==> src/hw/rtl/multi_voice_pcm_mixer_unit_defines.svh <==
// ----------------------------------------------------------------------------
// Mixer assertion macros
// Concurrent assertion wrappers; compiled out when NO_ASSERTIONS is set.
// ----------------------------------------------------------------------------
`ifndef MULTI_VOICE_PCM_MIXER_UNIT_DEFINES_SVH
`define MULTI_VOICE_PCM_MIXER_UNIT_DEFINES_SVH

`ifndef NO_ASSERTIONS
// Plain property, reset disables the check.
`define MVPM_ASSERT(lbl, clk, rstn, prop, msg) \
  lbl: assert property (@(posedge clk) disable iff (!rstn) prop) else $error(msg);
// Same-cycle implication.
`define MVPM_ASSERT_IMP(lbl, clk, rstn, ante, cons, msg) \
  lbl: assert property (@(posedge clk) disable iff (!rstn) (ante) |-> (cons)) else $error(msg);
`else
`define MVPM_ASSERT(lbl, clk, rstn, prop, msg)
`define MVPM_ASSERT_IMP(lbl, clk, rstn, ante, cons, msg)
`endif

`endif

==> src/hw/rtl/mvpm_pkg.sv <==
// ----------------------------------------------------------------------------
// Mixer package
// Shared operation codes, request type, sequencer states and saturation.
// ----------------------------------------------------------------------------
package mvpm_pkg;

  localparam logic [2:0] CMD_LOAD     = 3'd0;
  localparam logic [2:0] CMD_PLAY     = 3'd1;
  localparam logic [2:0] CMD_STOP     = 3'd2;
  localparam logic [2:0] CMD_STOP_ALL = 3'd3;
  localparam logic [2:0] CMD_TICK     = 3'd4;

  localparam int ACC_W       = 22;
  localparam int QUEUE_DEPTH = 2;

  localparam logic signed [ACC_W-1:0] ACC_MIN = ACC_W'(-32768);
  localparam logic signed [ACC_W-1:0] ACC_MAX = ACC_W'(32767);

  typedef enum logic [2:0] {
    OP_LOAD,
    OP_PLAY,
    OP_STOP,
    OP_STOP_ALL,
    OP_TICK,
    OP_NONE
  } op_e;

  typedef struct packed {
    op_e                op;
    logic [15:0]        address;
    logic signed [15:0] data_word;
    logic [16:0]        length;
    logic               stereo;
    logic               repeat_req;
    logic               notify;
    logic [2:0]         voice_select;
  } item_t;

  typedef enum logic [1:0] {
    S_IDLE,
    S_SLOT,
    S_ACC,
    S_DONE
  } back_state_e;

  function automatic logic signed [15:0] sat16(input logic signed [ACC_W-1:0] s);
    logic signed [15:0] r;
    if (s < ACC_MIN) begin
      r = 16'sh8000;
    end else if (s > ACC_MAX) begin
      r = 16'sh7fff;
    end else begin
      r = s[15:0];
    end
    return r;
  endfunction

endpackage

==> src/hw/rtl/mvpm_channels.sv <==
// ----------------------------------------------------------------------------
// Mixer channels
// Valid/ready interfaces for the request and result channels.
// ----------------------------------------------------------------------------
interface mvpm_cmd_if;
  logic               valid;
  logic               ready;
  logic [2:0]         command;
  logic [15:0]        address;
  logic signed [15:0] data_word;
  logic [16:0]        length;
  logic               stereo;
  logic               repeat_req;
  logic               notify;
  logic [2:0]         voice_select;

  modport source (output valid, command, address, data_word, length, stereo,
                  repeat_req, notify, voice_select, input ready);
  modport sink (input valid, command, address, data_word, length, stereo,
                repeat_req, notify, voice_select, output ready);
endinterface


==> src/hw/rtl/mvpm_front.sv <==
// ----------------------------------------------------------------------------
// Mixer front stage
// Register and classify incoming requests.
// ----------------------------------------------------------------------------
module mvpm_front import mvpm_pkg::*; (
  input  logic      clk_i,
  input  logic      rst_ni,
  mvpm_cmd_if.sink  cmd_i,
  output logic      valid_o,
  output item_t     item_o,
  input  logic      ready_i
);

  logic  vld_q;
  item_t item_q, item_d;

  assign cmd_i.ready = !vld_q || ready_i;

  always_comb begin
    unique case (cmd_i.command)
      CMD_LOAD:     item_d.op = OP_LOAD;
      CMD_PLAY:     item_d.op = OP_PLAY;
      CMD_STOP:     item_d.op = OP_STOP;
      CMD_STOP_ALL: item_d.op = OP_STOP_ALL;
      CMD_TICK:     item_d.op = OP_TICK;
      default:      item_d.op = OP_NONE;
    endcase
    item_d.address      = cmd_i.address;
    item_d.data_word    = cmd_i.data_word;
    item_d.length       = cmd_i.length;
    item_d.stereo       = cmd_i.stereo;
    item_d.repeat_req   = cmd_i.repeat_req;
    item_d.notify       = cmd_i.notify;
    item_d.voice_select = cmd_i.voice_select;
  end

  always_ff @(posedge clk_i or negedge rst_ni) begin
    if (!rst_ni) begin
      vld_q <= 1'b0;
    end else if (cmd_i.ready) begin
      vld_q <= cmd_i.valid;
    end
  end

  always_ff @(posedge clk_i) begin
    if (cmd_i.valid && cmd_i.ready) begin
      item_q <= item_d;
    end
  end

  assign valid_o = vld_q;
  assign item_o  = item_q;

endmodule

==> src/flat_wrapper.sv <==
// flat-port wrapper written by rule: the top's interface ports become plain ports
module mvpm_front_flat import mvpm_pkg::*;
  (clk_i, rst_ni, valid_o, item_o, ready_i, cmd_i_valid, cmd_i_command, cmd_i_address, cmd_i_data_word, cmd_i_length, cmd_i_stereo, cmd_i_repeat_req, cmd_i_notify, cmd_i_voice_select, cmd_i_ready);
  mvpm_cmd_if cmd_i_i ();
  input  logic clk_i;
  input  logic rst_ni;
  output logic valid_o;
  output item_t item_o;
  input  logic ready_i;
  input wire logic [$bits(cmd_i_i.valid)-1:0] cmd_i_valid;
  input wire logic [$bits(cmd_i_i.command)-1:0] cmd_i_command;
  input wire logic [$bits(cmd_i_i.address)-1:0] cmd_i_address;
  input wire logic [$bits(cmd_i_i.data_word)-1:0] cmd_i_data_word;
  input wire logic [$bits(cmd_i_i.length)-1:0] cmd_i_length;
  input wire logic [$bits(cmd_i_i.stereo)-1:0] cmd_i_stereo;
  input wire logic [$bits(cmd_i_i.repeat_req)-1:0] cmd_i_repeat_req;
  input wire logic [$bits(cmd_i_i.notify)-1:0] cmd_i_notify;
  input wire logic [$bits(cmd_i_i.voice_select)-1:0] cmd_i_voice_select;
  output wire logic [$bits(cmd_i_i.ready)-1:0] cmd_i_ready;
  assign cmd_i_i.valid = cmd_i_valid;
  assign cmd_i_i.command = cmd_i_command;
  assign cmd_i_i.address = cmd_i_address;
  assign cmd_i_i.data_word = cmd_i_data_word;
  assign cmd_i_i.length = cmd_i_length;
  assign cmd_i_i.stereo = cmd_i_stereo;
  assign cmd_i_i.repeat_req = cmd_i_repeat_req;
  assign cmd_i_i.notify = cmd_i_notify;
  assign cmd_i_i.voice_select = cmd_i_voice_select;
  assign cmd_i_ready = cmd_i_i.ready;
  mvpm_front u_core (.clk_i(clk_i), .rst_ni(rst_ni), .cmd_i(cmd_i_i), .valid_o(valid_o), .item_o(item_o), .ready_i(ready_i));
endmodule
==> config.mk <==
export PLATFORM = sky130hd
export DESIGN_NAME = mvpm_front_flat
export DESIGN_NICKNAME = d
export VERILOG_FILES = /design/src/hw/rtl/multi_voice_pcm_mixer_unit_defines.svh /design/src/hw/rtl/mvpm_pkg.sv /design/src/hw/rtl/mvpm_channels.sv /design/src/hw/rtl/mvpm_front.sv /design/src/flat_wrapper.sv
export SDC_FILE = /design/constraint.sdc
export NUM_CORES = 1
export LEC_CHECK = 0
export ABC_AREA = 1
export BUFFER_PORTS_ARGS = -buffer_cell sky130_fd_sc_hd__clkbuf_2
export CAP_MARGIN = 20
export CORE_MARGIN = 3
export CORE_UTILIZATION = 40
export DETAILED_ROUTE_END_ITERATION = 16
export PLACE_DENSITY = 0.77
export SYNTH_ARGS = -nofsm -noshare
export SYNTH_HDL_FRONTEND = slang
export SYNTH_SLANG_ARGS = --single-unit
==> constraint.sdc <==
create_clock -name clk_i -period 4.3 [get_ports clk_i]
set_input_delay 0.43 -clock clk_i [delete_from_list [all_inputs] [get_ports clk_i]]
set_output_delay 0.43 -clock clk_i [all_outputs]
set_load 0.03 [all_outputs]
==> metrics.txt <==
status finished clean; RSZ-0062 raised after global routing false; later-pin clock latency in the skew report 0.31 ns; vias per cell around 4.4; wirelength, routed ~3.9 mm; Max Slew Vio Count 0; Syn Nets 132; Crit path max-delay family compound AO/OA/AOI/OAI gates; sequential power share 56.4%; Inserted Diodes 0; min-delay worst type input pin to register; antenna violations before repair 0; wire length per cell 15.0 um; Pleak 1.19 nW; post-synth cell types 7; final worst path period need 2.00 ns; Root Driver clkbuf_8; Fin. Hold Viols 0; Residual DRC 0; TritonCTS clock tree built; Post-DRT Antenna Nets 0; largest net degree at the start of global routing 31; GP Congestion 0.684; Final period util 46.6%; hold slack between 0.2 and 0.3 ns; Critical path origin u_core.valid_o; CP max stage delay 0.73 ns; clock buffer depth 2; Port Buffers 121; critical-path cell list a21oi_4 > buf_4; skew final 0.00337 ns; #FFs+latches synth 59; most frequent cells in the layout clkbuf_2, edfxtp_1, clkbuf_8; Net Sw Power slightly below 0.0003 W; IO Pins 122; Mapped Cells 70; initial DRC count 62; Avg Inst Size Synth ~26 um2; Logic pwr share a little under an eighth; Netlist Area Pre-Place 1810 um2; CP Capture Type register; CTS clk-pin slew, worst paths about 0.060 ns; switching share of power roughly a quarter; synth warn 0; CP Class register to register; core area 4170 um2; drt first pass iters 4; Pwr per Cell Area 454 nW/um2; detailed placement HPWL 3.02 mm; VDD IR max 302 uV; CTS resizes 0; Area Growth Syn to Fin 46.7%; post-route cell area 2660 um2; Data required, critical path about 4.3 ns; Slew @ Worst Pin 0.883 ns; Slew HR 41.0%; total clock buffers created by CTS 9; placed inst area 2490 um2; max cap viols 0; Crit-path slowest cell a21oi_4; internal cell power 0.000915 W; Via Count between 1k and 1.5k; layout cells sized above 1 64.4%; vias in the first global route about 1.2k; CP bufs+invs 1; Worst setup SP type register; final design utilization 63.6%; Seq/Total Area, Yosys 97.6%; Max Fclk 499 MHz; final cell count without fillers 258; row count 23; Sum Neg Setup Slack 0 ns; placed cell count 241; Starting Density 43.4%; H-tree depth 3; Worst EP arrival between 1.5 and 2 ns; Total GRT Usage 14.7%; die area 5370 um2; CTS Sinks 59; Final #Nets 265; die height 73.3 um; worst-path fanout max 30; chip width about 73 um; worst hold start cmd_i_length[2]; commonest non-fill, non-tap cell in the layout clkbuf_2; wire length of the first global-routing pass 5.64 mm; Clock Power Share 32.2%; Final setup violation count 0; grt total ovfl 0; FF-to-FF Start u_core.valid_o
==> cells in the mapped netlist <==
cell type   n  area share [%]
nor2_1      1            0.21
nand2_1     4            0.83
a21oi_1     1            0.28
dfrtp_1     1             1.4
clkbuf_1    1            0.21
edfxtp_1   58              96
inv_1       4            0.83
==> layout make-up <==
class,instances,area [um2]
multi-input cells,6,35.0
flip-flops and latches,59,1770
clock inverters,4,17.5
inverters,4,15.0
well taps,50,62.6
fillers,291,1520
repair buffers,123,623
clock buffers,12,135
==> metal layers <==
metal | share of wire (%) | track usage [%]
met1 | 32 | 13.5
met2 | 51 | 26.0
met3 | 15 | 7.11
met4 | 1.3 | 7.99
met5 | 0 | 0
==> path summary, 6_finish.rpt <==
| kind | endpoint | slack (ns) | cells past startpoint |
|---|---|---|---|
| worst max-delay path | u_core.item_o[0] | 2.30 | 2 |
| worst min-delay path | u_core.item_o[8] | 0.29 | 1 |
| worst max register to register | u_core.item_o[0] | 2.30 | 2 |
| worst min register to register | u_core.valid_o | 0.64 | 2 |
| max in group asynchronous | u_core.valid_o | 3.79 | 2 |
| min in group asynchronous | u_core.valid_o | 0.42 | 2 |
==> stage by stage <==
step                      setup slack (ns)  power (W)
final                                 2.30    0.00121
after detailed placement              2.10   0.000831
after global routing                  2.16    0.00126
after global placement                2.19   0.000826
after floorplan                      0.418   0.000770
after CTS                             2.24    0.00122
==> power groups by stage <==
stage | registers (W) | logic, W | clock network, W
3_3_place_gp | 0.000690 | 0.000136 | 0
4_1_cts | 0.000680 | 0.000140 | 0.000402
5_1_grt | 0.000682 | 0.000147 | 0.000429
3_5_place_dp | 0.000692 | 0.000139 | 0
2_1_floorplan | 0.000757 | 0.0000138 | 0
6_report | 0.000680 | 0.000137 | 0.000388
==> registers in the layout (all words and copies together) (netlist names) <==
register,cells
u_core.item_o,58
u_core.valid_o,1
==> cell families (layout without fill, tap and decap cells) <==
| logic type | after synthesis | count (layout) | synth area share [%] |
|---|---|---|---|
| simple gates | 5 | 5 | 1.04 |
| compound gates | 1 | 1 | 0.276 |
| flops | 59 | 59 | 97.6 |
| buf+inv | 5 | 143 | 1.04 |
==> what timing repair did <==
action | 4_1_cts | 5_1_grt
hold endpoints to repair | 1 | 0
buffers inserted | 0 | 0
hold buffers | 1 | 0
No activity file was read; power rests on OpenSTA's default activity.
