<file path="config.mk">
export PLATFORM = sky130hd
export DESIGN_NAME = mvpm_queue
export DESIGN_NICKNAME = d
export VERILOG_FILES = /design/src/hw/rtl/multi_voice_pcm_mixer_unit_defines.svh /design/src/hw/rtl/mvpm_pkg.sv /design/src/hw/rtl/mvpm_queue.sv
export SDC_FILE = /design/constraint.sdc
export NUM_CORES = 1
export LEC_CHECK = 0
export BUFFER_PORTS_ARGS = -buffer_cell sky130_fd_sc_hd__buf_2
export CAP_MARGIN = 40
export CORE_UTILIZATION = 56
export CTS_CLUSTER_DIAMETER = 40
export DETAILED_ROUTE_END_ITERATION = 7
export HOLD_SLACK_MARGIN = 0.05
export PLACE_DENSITY = 0.87
export SYNTH_ARGS = -nofsm -noshare
export SYNTH_HDL_FRONTEND = slang
export SYNTH_SLANG_ARGS = --single-unit
</file>
<file path="constraint.sdc">
create_clock -name clk_i -period 5.22 [get_ports clk_i]
set_input_delay 1.044 -clock clk_i [delete_from_list [all_inputs] [get_ports clk_i]]
set_output_delay 1.044 -clock clk_i [all_outputs]
set_load 0.05 [all_outputs]
</file>
<file path="src/hw/rtl/multi_voice_pcm_mixer_unit_defines.svh">
// ----------------------------------------------------------------------------
// Mixer assertion macros
// Concurrent assertion wrappers; compiled out when NO_ASSERTIONS is set.
// ----------------------------------------------------------------------------
`ifndef MULTI_VOICE_PCM_MIXER_UNIT_DEFINES_SVH
`define MULTI_VOICE_PCM_MIXER_UNIT_DEFINES_SVH

`ifndef NO_ASSERTIONS
// Plain property, reset disables the check.
`define MVPM_ASSERT(lbl, clk, rstn, prop, msg) \
  lbl: assert property (@(posedge clk) disable iff (!rstn) prop) else $error(msg);
// Same-cycle implication.
`define MVPM_ASSERT_IMP(lbl, clk, rstn, ante, cons, msg) \
  lbl: assert property (@(posedge clk) disable iff (!rstn) (ante) |-> (cons)) else $error(msg);
`else
`define MVPM_ASSERT(lbl, clk, rstn, prop, msg)
`define MVPM_ASSERT_IMP(lbl, clk, rstn, ante, cons, msg)
`endif

`endif

</file>
<file path="src/hw/rtl/mvpm_pkg.sv">
// ----------------------------------------------------------------------------
// Mixer package
// Shared operation codes, request type, sequencer states and saturation.
// ----------------------------------------------------------------------------
package mvpm_pkg;

  localparam logic [2:0] CMD_LOAD     = 3'd0;
  localparam logic [2:0] CMD_PLAY     = 3'd1;
  localparam logic [2:0] CMD_STOP     = 3'd2;
  localparam logic [2:0] CMD_STOP_ALL = 3'd3;
  localparam logic [2:0] CMD_TICK     = 3'd4;

  localparam int ACC_W       = 22;
  localparam int QUEUE_DEPTH = 2;

  localparam logic signed [ACC_W-1:0] ACC_MIN = ACC_W'(-32768);
  localparam logic signed [ACC_W-1:0] ACC_MAX = ACC_W'(32767);

  typedef enum logic [2:0] {
    OP_LOAD,
    OP_PLAY,
    OP_STOP,
    OP_STOP_ALL,
    OP_TICK,
    OP_NONE
  } op_e;

  typedef struct packed {
    op_e                op;
    logic [15:0]        address;
    logic signed [15:0] data_word;
    logic [16:0]        length;
    logic               stereo;
    logic               repeat_req;
    logic               notify;
    logic [2:0]         voice_select;
  } item_t;

  typedef enum logic [1:0] {
    S_IDLE,
    S_SLOT,
    S_ACC,
    S_DONE
  } back_state_e;

  function automatic logic signed [15:0] sat16(input logic signed [ACC_W-1:0] s);
    logic signed [15:0] r;
    if (s < ACC_MIN) begin
      r = 16'sh8000;
    end else if (s > ACC_MAX) begin
      r = 16'sh7fff;
    end else begin
      r = s[15:0];
    end
    return r;
  endfunction

endpackage

</file>
<file path="src/hw/rtl/mvpm_queue.sv">
// ----------------------------------------------------------------------------
// Mixer request queue
// Short FIFO decoupling the front stage from the execution sequencer.
// ----------------------------------------------------------------------------
module mvpm_queue import mvpm_pkg::*; (
  input  logic  clk_i,
  input  logic  rst_ni,
  input  logic  valid_i,
  input  item_t item_i,
  output logic  ready_o,
  output logic  valid_o,
  output item_t item_o,
  input  logic  ready_i
);

  localparam int PW = (QUEUE_DEPTH > 1) ? $clog2(QUEUE_DEPTH) : 1;
  localparam int CW = $clog2(QUEUE_DEPTH + 1);

  item_t         mem_q [QUEUE_DEPTH];
  logic [PW-1:0] wr_q, wr_d, rd_q, rd_d;
  logic [CW-1:0] cnt_q, cnt_d;
  logic          push, pop;

  assign ready_o = (cnt_q != CW'(QUEUE_DEPTH));
  assign valid_o = (cnt_q != '0);
  assign item_o  = mem_q[rd_q];
  assign push    = valid_i && ready_o;
  assign pop     = valid_o && ready_i;

  always_comb begin
    wr_d  = wr_q;
    rd_d  = rd_q;
    cnt_d = cnt_q;
    if (push) begin
      wr_d = (wr_q == PW'(QUEUE_DEPTH - 1)) ? '0 : wr_q + 1'b1;
    end
    if (pop) begin
      rd_d = (rd_q == PW'(QUEUE_DEPTH - 1)) ? '0 : rd_q + 1'b1;
    end
    if (push && !pop) begin
      cnt_d = cnt_q + 1'b1;
    end else if (pop && !push) begin
      cnt_d = cnt_q - 1'b1;
    end
  end

  always_ff @(posedge clk_i or negedge rst_ni) begin
    if (!rst_ni) begin
      wr_q  <= '0;
      rd_q  <= '0;
      cnt_q <= '0;
    end else begin
      wr_q  <= wr_d;
      rd_q  <= rd_d;
      cnt_q <= cnt_d;
    end
  end

  always_ff @(posedge clk_i) begin
    if (push) begin
      mem_q[wr_q] <= item_i;
    end
  end

endmodule

</file>
==> flow_summary.yaml, run 1 <==
detailed_routing:
  vias: 2323
  drc_errors: 0
  dr.pass1.iters: 4
  finalWirelength_mm: 8.04
  wl_per_cell_microns: 17.8
  routed_via_density: 5.15
  drtIter0Drc: 172
  postRouteAntennaNets: 0
finish:
  fillers: 486
  diodes: 0
  area_growth_pct: 30.2
  regArea_sq_um: 3580
  finalNetCount: 399
  multi_input_comb_area_sq_um: 790
  drive_gt1_share_pct: 62.8
sta:
  rsz0062_at_grt: "false"
  period_needed_ns: 3.24
  finClkSkew_ns: 0.00938
  fin_ws_ns: 1.98
  timing.max_slew.rel_slack_pct: 47.5
  final_max_slew_viol_count: 0
  timing.final.crit_share_pct: 62.1
  setup_tns_ns: 0
  finalHoldViolCount: 0
  finalSetupViolCount: 0
  fmax_mhz: 308
  tightest_slew_ns: 0.788
pwr:
  p_int_uw: 2500
  pwr-share-comb_pct: 37.8
  power_frac_clock_pct: 28.4
  p_leak_uw: 0.00224
  sequentialPowerShare_pct: 33.8
  power.density_nw_per_um2: 718
  vdd_drop_max_mv: 0.343
  swShare_pct: 39.4
  switchingPower_uw: 1630
clock_tree:
  clk_pin_slew_ns: 0.06
  post-cts-setup-buffers: 0
  cts_buffers: 17
  hold_buffers: 0
  cts-root-buf: "clkbuf_8"
  cts.path.max_buffers: 2
  cts_sinks: 120
  cts_max_level: 4
  cts_tree: "built"
  cts_resized: 0
  clock_latency_ns: 0.51
logic_synthesis:
  synthMuxAreaShare_pct: 15.6
  post_synth_num_cell_types: 16
  syn_avg_cell_area_sq_um: 22.2
  ys_seq_elements: 120
  synthSimpleGateAreaFrac_pct: 0.763
  syn_nets: 262
  synth_xor_area_share_pct: 0.990
  synth_fa_ha_area_share_pct: 0.283
  synth_compound_area_share_pct: 0
  syn_area_sq_um: 4430
  synth_cells: 199
  ys_warn_count: 0
  ys_seq_area_share_pct: 81.0
  synth_top_family_by_area: "multiplexers"
setup_path:
  critPathLaunch: "rd_q$_DFFE_PN0P_"
  reg2reg_depth: 4
  crit_type: "flop to output port"
  start_kind: "flop"
  rrSetupSlack_ns: 3.02
  required_ns: 4.18
  reg2reg_from: "cnt_q[0]$_DFFE_PN0P_"
  critPathArrivalTime_ns: 2.20
  path_max_fanout: 32
  end_kind: "output port"
die:
  fp-row-count: 32
  coreArea_sq_um: 7690
  num_io_pins: 122
  die_w_microns: 90.9
  die-area_sq_um: 8260
  start_util_pct: 57.6
  die_h_microns: 90.9
placed_design:
  io_buffer_count: 121
  place.gp.congestion: 0.707
  post-place-ws_ns: 2.42
  dp_hpwl_mm: 4.94
grt:
  grt_pass1_vias: 2440
  grt_use_total_pct: 20.3
  grt_overflow: 0
  grt_pass1_wl_mm: 12.2
  antenna_found_initial: 0
  grt_max_degree: 59
status:
  status: "finished clean"
min_path:
  hp-class: "input port to async pin"
job:
  cap_violations: 0
## cell families (layout without fill, tap and decap cells)
family	Yosys count	after routing
buffers and inverters	8	158
and+or+nand+nor	7	7
muxes	58	58
xor gates and xnor gates	5	5
adders and majority gates	1	1
DFF	120	120
## routing by layer
metal	vias up	part of all wire, %	track usage, %
met3	8	5.1	5.56
met2	88	53	35.0
met4	0	1.1	7.94
met5	-	0	0
met1	1165	41	24.2
li1	1062	-	-
## cells in the mapped netlist (all sizes together)
library cell  count  area [sq um]
ha                1          12.5
nor2              2          7.51
inv               1          3.75
edfxtp          116          3480
nand2b            1          6.26
and3              1          6.26
buf               7          57.6
xnor2             3          26.3
or2               1          6.26
xor2              2          17.5
mux2             58           691
dfrtp             4           100
nand2             2          7.51
## flip-flops by register name, summed over array words and instances, names as in the netlist
signal / cells
rd_q: 1
wr_q: 1
mem_q: 116
cnt_q: 2
## metrics by stage
| step | power [uW] | util [%] | std cells | cell area [sq um] | hold slack, ns |
|---|---|---|---|---|---|
| floorplan | 2680 | - | 199 | 4430 | 0.456 |
| global placement | 2930 | 66.8 | 418 | 5130 | 0.470 |
| detailed placement | 2980 | 67.0 | 419 | 5150 | 0.497 |
| CTS | 4170 | 74.9 | 451 | 5760 | 0.318 |
| global route | 4270 | 74.9 | 451 | 5760 | 0.329 |
| finish | 4140 | 74.9 | 451 | 5760 | 0.330 |
## final cells by class
type / count / share of cell area [%]
multi-input combinational: 71 / 13.7
tap: 102 / 2.22
clock inverter: 15 / 3.34
clock buffer: 17 / 7.19
sequential: 120 / 62.2
inverter: 1 / 0.0652
timing repair buffer: 125 / 11.3
## layout by cell type (no fill, tap or decap), types with 3 or more instances in the layout
cell	count
edfxtp_1	116
bufinv_16	3
inv_6	4
clkinv_4	5
clkbuf_16	16
xnor2_1	3
mux2_2	48
buf_2	121
mux2_4	10
buf_4	3
dfrtp_1	3
## power by group through the flow
| stage | Clock, uW | Sequential (uW) | Combinational (uW) |
|---|---|---|---|
| 2_1_floorplan | 0 | 1390 | 1290 |
| 3_3_place_gp | 0 | 1450 | 1480 |
| 3_5_place_dp | 0 | 1420 | 1570 |
| 4_1_cts | 1190 | 1400 | 1580 |
| 5_1_grt | 1230 | 1420 | 1620 |
| 6_report | 1170 | 1400 | 1560 |
## worst max-delay path: stages, from the launching register on
cell     delay, ns
dfrtp_2       0.48
buf_12        0.25
buf_4         0.34
mux2_2        0.39
buf_2         0.21
## path summary, 6_finish.rpt
check	endpoint
worst max-delay path	item_o[15]
worst min-delay path	cnt_q[1]$_DFFE_PN0P_
worst max register to register	mem_q[0][2]$_DFFE_PP_
worst min register to register	cnt_q[1]$_DFFE_PN0P_
max in group asynchronous	rd_q$_DFFE_PN0P_
min in group clk_i	cnt_q[1]$_DFFE_PN0P_
Power figures use the tool's default switching activity.
==> run 2: changes to the inputs <==
--- a/config.mk
+++ b/config.mk
@@ -5,13 +5,14 @@
 export SDC_FILE = /design/constraint.sdc
 export NUM_CORES = 1
 export LEC_CHECK = 0
+export ABC_AREA = 1
 export BUFFER_PORTS_ARGS = -buffer_cell sky130_fd_sc_hd__buf_2
 export CAP_MARGIN = 40
-export CORE_UTILIZATION = 56
+export CORE_UTILIZATION = 47
 export CTS_CLUSTER_DIAMETER = 40
 export DETAILED_ROUTE_END_ITERATION = 7
 export HOLD_SLACK_MARGIN = 0.05
-export PLACE_DENSITY = 0.87
+export PLACE_DENSITY = 0.78
 export SYNTH_ARGS = -nofsm -noshare
 export SYNTH_HDL_FRONTEND = slang
 export SYNTH_SLANG_ARGS = --single-unit
==> constraint.sdc (replaced) <==
create_clock -name clk_i -period 2.8 [get_ports clk_i]
set_input_delay 0.56 -clock clk_i [delete_from_list [all_inputs] [get_ports clk_i]]
set_output_delay 0.56 -clock clk_i [all_outputs]
set_load 0.05 [all_outputs]
==> run 2 against run 1 <==
Compared with the run above: final cell count rose by 31%; worst hold slack got worse by 0.075 ns; sequential cell count did not move; critical path depth did not move; count of clock-buffer cells in the layout did not move; routed wire length rose by 3.0%; global-route usage fell by 2.6 points; register-to-register slack got worse by 1.9 ns; worst setup slack got worse by 1.8 ns; core utilization fell by 12 points; critical endpoint is now item_o[35].
==> flow_summary.yaml, run 2 <==
status:
  status: "finished clean"
sta:
  fmax_mhz: 376
  timing.final.crit_share_pct: 95.0
  final_max_slew_viol_count: 0
  period_needed_ns: 2.66
  timing.max_slew.rel_slack_pct: 69.1
  rsz0062_at_grt: "false"
  finalHoldViolCount: 0
  finalSetupViolCount: 0
  tightest_slew_ns: 0.463
  finClkSkew_ns: 0.00651
  setup_tns_ns: 0
detailed_routing:
  dr.pass1.iters: 7
  postRouteAntennaNets: 0
  drtIter0Drc: 121
  wl_per_cell_microns: 14.0
  routed_via_density: 4.76
  finalWirelength_mm: 8.28
  drc_errors: 0
  vias: 2802
finish:
  area_growth_pct: 29.7
  reg_top3: "mem_q x116, cnt_q x2"
  final_cell_mix: "nand2_1 (184), buf_2 (121), edfxtp_1 (116)"
  layout_commonest_cell: "nand2_1"
  regMostFlops: "mem_q"
  largest_reg_flops: 116
  finalNetCount: 529
  drive_gt1_share_pct: 32.7
die:
  fp-row-count: 35
  die_h_microns: 99.2
  num_io_pins: 122
  die-area_sq_um: 9850
  start_util_pct: 48.3
  die_w_microns: 99.2
  coreArea_sq_um: 9200
logic_synthesis:
  synth_most_common_cell: "nand2_1"
  synth_top_area_share_pct: 78.4
  synth-edff-count: 116
  synth_top_area_cell: "edfxtp_1"
  synth_top_cells_by_area: "edfxtp_1 (78%), nand2_1 (16%), dfrtp_1 (2.3%)"
  async_flop_share_pct: 3.33
  syn_avg_cell_area_sq_um: 13.4
  ys_seq_area_share_pct: 80.7
  post_synth_num_cell_types: 14
  syn_area_sq_um: 4440
  syn_nets: 395
  ys.flop_type: "edfxtp_1"
  synth_commonest_cells: "nand2_1 (184), edfxtp_1 (116), buf_2 (8)"
  synth_cells: 332
  ys_warn_count: 0
  ys_seq_elements: 120
placed_design:
  io_buffer_count: 121
  dp_hpwl_mm: 5.15
  place.gp.congestion: 0.695
min_path:
  hp-class: "input port to flop"
  hold_path_depth: 1
grt:
  grt_use_total_pct: 17.7
  antenna_found_initial: 1
  grt_max_degree: 60
  grt_pass1_vias: 2823
  grt_pass1_wl_mm: 13.0
  grt_overflow: 0
clock_tree:
  cts_buffers: 17
  cts-root-buf: "clkbuf_8"
  clk_pin_slew_ns: 0.05
  cts_max_level: 4
  clock_latency_ns: 0.49
  post-cts-setup-buffers: 0
  cts.path.max_buffers: 2
  cts_tree: "built"
  cts_sinks: 120
setup_path:
  rrSetupSlack_ns: 1.14
  path_max_fanout: 40
  crit_type: "flop to output port"
  start_kind: "flop"
  required_ns: 2.24
  end_kind: "output port"
  critPathArrivalTime_ns: 2.10
  reg2reg_depth: 5
job:
  cap_violations: 0
## run 2: cell count changes after synthesis, sizes merged
cell	before	now
inv	1	7
buf	7	13
nand2b	1	0
xnor2	3	1
nand3	0	2
nand4	0	1
xor2	2	1
or2	1	0
mux2	58	0
and3	1	0
nand2	2	184
## run 2: per-stage QoR
stage          setup slack (ns)  hold slack (ns)  cells  instance area [sq um]  util [%]
2_1_floorplan            -0.175            0.264    332                   4450         -
3_3_place_gp              0.665            0.369    557                   5170      56.2
3_5_place_dp              0.664            0.374    557                   5170      56.2
4_1_cts                   0.131            0.224    588                   5760      62.6
5_1_grt                  0.0285            0.224    588                   5760      62.6
6_report                  0.140            0.255    589                   5760      62.6
## run 2: layout make-up
type	count	area (sq um)
repair buffers	128	673
flip-flops and latches	120	3580
fillers	695	3440
multi-input cells	192	759
well taps	111	139
diodes	1	2.50
clock buffers	17	414
inverters	7	26.3
clock inverters	13	161
## run 2: final timing paths
path	start	endpoint
max in group asynchronous	rst_ni	rd_q$_DFFE_PN0P_
min in group asynchronous	rst_ni	cnt_q[1]$_DFFE_PN0P_
min reg2reg	cnt_q[0]$_DFFE_PN0P_	cnt_q[0]$_DFFE_PN0P_
max reg2reg	cnt_q[0]$_DFFE_PN0P_	mem_q[0][37]$_DFFE_PP_
min	item_i[12]	mem_q[1][12]$_DFFE_PP_
max	rd_q$_DFFE_PN0P_	item_o[35]
## run 2: what timing repair did
item                      in CTS  in global routing
hold buffers                   1                  0
hold endpoints to repair       4                  0
resized for setup              0                  0
## run 2: worst max-delay path, cell delays in order (launching register included)
cell,delay [ns]
dfrtp_2,0.61
buf_4,0.47
nand2_1,0.11
nand2_1,0.13
buf_2,0.27
## run 2: cells by family (layout without fill, tap and decap cells)
family / after synthesis / after routing / share of synthesized area, %
buffers and inverters: 20 / 165 / 2.59
AND/OR/NAND/NOR: 189 / 189 / 16.1
XOR/XNOR: 2 / 2 / 0.394
adder cells (fa/ha/maj): 1 / 1 / 0.282
flip-flops: 120 / 120 / 80.7
other: 0 / 1 / 0
## run 2: metal layers
metal  vias to the layer above  global-route usage (%)  routed length [microns]
met3                        12                    7.59                      603
met2                       111                    29.9                     4170
met5                         -                       0                        0
li1                       1381                       -                        -
met1                      1298                    19.7                     3390
met4                         0                    7.35                      112
Power of run 2 is not shown: default switching activity piles up to over one toggle a cycle in this logic, so the estimate is an artifact.
==> run 3: changes to the inputs <==
--- a/config.mk
+++ b/config.mk
@@ -9,6 +9,7 @@
 export BUFFER_PORTS_ARGS = -buffer_cell sky130_fd_sc_hd__buf_2
 export CAP_MARGIN = 40
 export CORE_UTILIZATION = 47
+export CTS_BUF_LIST = sky130_fd_sc_hd__clkbuf_16
 export CTS_CLUSTER_DIAMETER = 40
 export DETAILED_ROUTE_END_ITERATION = 7
 export HOLD_SLACK_MARGIN = 0.05
==> run 3 against run 2 <==
Compared with the run above: final cell count unchanged; die area unchanged; routed wire length up 0.17%; critical path type unchanged; critical endpoint unchanged; largest cell class unchanged; highest routed layer unchanged.
==> flow_summary.yaml, run 3 (synthesis results as in run 2) <==
setup_path:
  rrSetupSlack_ns: 1.15
  reg2reg_depth: 5
  end_kind: "output port"
  start_kind: "flop"
  required_ns: 2.24
  rr_endpoint: "mem_q[0][37]$_DFFE_PP_"
  path_max_fanout: 40
  crit_type: "flop to output port"
  reg2reg_from: "cnt_q[0]$_DFFE_PN0P_"
  critPathArrivalTime_ns: 2.00
clock_tree:
  hold_buffers: 1
  cts.path.max_buffers: 2
  post-cts-setup-buffers: 0
  cts_max_level: 4
  cts_buffers: 17
  clk_pin_slew_ns: 0.05
  clock_latency_ns: 0.39
  cts_tree: "built"
  cts_sinks: 120
  cts_resized: 0
  cts-root-buf: "clkbuf_16"
die:
  start_util_pct: 48.3
  num_io_pins: 122
  die-area_sq_um: 9850
  fp-row-count: 35
  die_h_microns: 99.2
  coreArea_sq_um: 9200
  die_w_microns: 99.2
sta:
  period_needed_ns: 2.56
  timing.max_slew.rel_slack_pct: 69.2
  tightest_slew_ns: 0.462
  finalSetupViolCount: 0
  timing.final.crit_share_pct: 91.4
  rsz0062_at_grt: "false"
  final_max_slew_viol_count: 0
  finalHoldViolCount: 0
  fmax_mhz: 391
  fin_ws_ns: 0.242
  finClkSkew_ns: 0.00600
min_path:
  hp-class: "input port to flop"
  hp-start: "item_i[12]"
  hold_path_end: "mem_q[1][12]$_DFFE_PP_"
  hold_path_depth: 1
grt:
  grt_overflow: 0
  grt_max_degree: 60
  antenna_found_initial: 1
  grt_use_total_pct: 17.6
  grt_pass1_vias: 2827
  grt_pass1_wl_mm: 13.0
detailed_routing:
  vias: 2801
  postRouteAntennaNets: 0
  drtIter0Drc: 133
  wl_per_cell_microns: 14.1
  dr.pass1.iters: 7
  drc_errors: 0
  finalWirelength_mm: 8.29
  routed_via_density: 4.76
placed_design:
  dp_hpwl_mm: 5.15
  place_area_sq_um: 5170
  post-place-ws_ns: 0.664
  io_buffer_count: 121
  place.gp.congestion: 0.695
finish:
  finalNetCount: 529
  layout_commonest_cell: "nand2_1"
  largest_reg_flops: 116
  final_cell_mix: "nand2_1 (184), buf_2 (121), edfxtp_1 (116)"
  regMostFlops: "mem_q"
  reg_top3: "mem_q x116, cnt_q x2"
  drive_gt1_share_pct: 32.7
  fin_area_sq_um: 5770
  fillers: 693
  area_growth_pct: 29.9
job:
  cap_violations: 0
status:
  status: "finished clean"
## run 3: layer usage
metal	share of wire [%]	track usage (%)
met5	0	0
met4	1.4	7.35
met3	7.1	7.38
met2	50	29.9
met1	41	19.7
## run 3: through the flow
step	setup TNS, ns	hold WS (ns)	utilization (%)	cells
finish	0	0.353	62.8	589
CTS	0	0.334	62.7	588
global route	0	0.336	62.7	588
global placement	0	0.369	56.2	557
detailed placement	0	0.374	56.2	557
floorplan	-20.30	0.264	-	332
## run 3: worst max path at each step
stage                                  endpoint                 start  slack [ns]  cells after the start
after floorplan           mem_q[0][0]$_DFFE_PP_  cnt_q[0]$_DFFE_PN0P_       -0.18                      4
after global placement               item_o[45]      rd_q$_DFFE_PN0P_        0.67                      4
after detailed placement             item_o[35]      rd_q$_DFFE_PN0P_        0.66                      4
after CTS                            item_o[35]      rd_q$_DFFE_PN0P_        0.24                      4
after global routing                 item_o[35]      rd_q$_DFFE_PN0P_        0.14                      4
final                                item_o[35]      rd_q$_DFFE_PN0P_        0.24                      4
## run 3: cell type report
class                      instances  area, sq um  area share [%]
antenna                            1         2.50          0.0434
tap                              111          139            2.41
clock inverter                    13          161            2.80
inverter                           7         26.3           0.455
timing repair buffer             128          673            11.7
sequential                       120         3580            62.1
multi-input combinational        192          759            13.2
clock buffer                      17          425            7.37
## run 3: critical path: stages, from the launching register on
cell and delay (ns):
dfrtp_2 0.61, buf_4 0.47, nand2_1 0.12, nand2_1 0.13, buf_2 0.27
Power of run 3 is left out for the same reason.
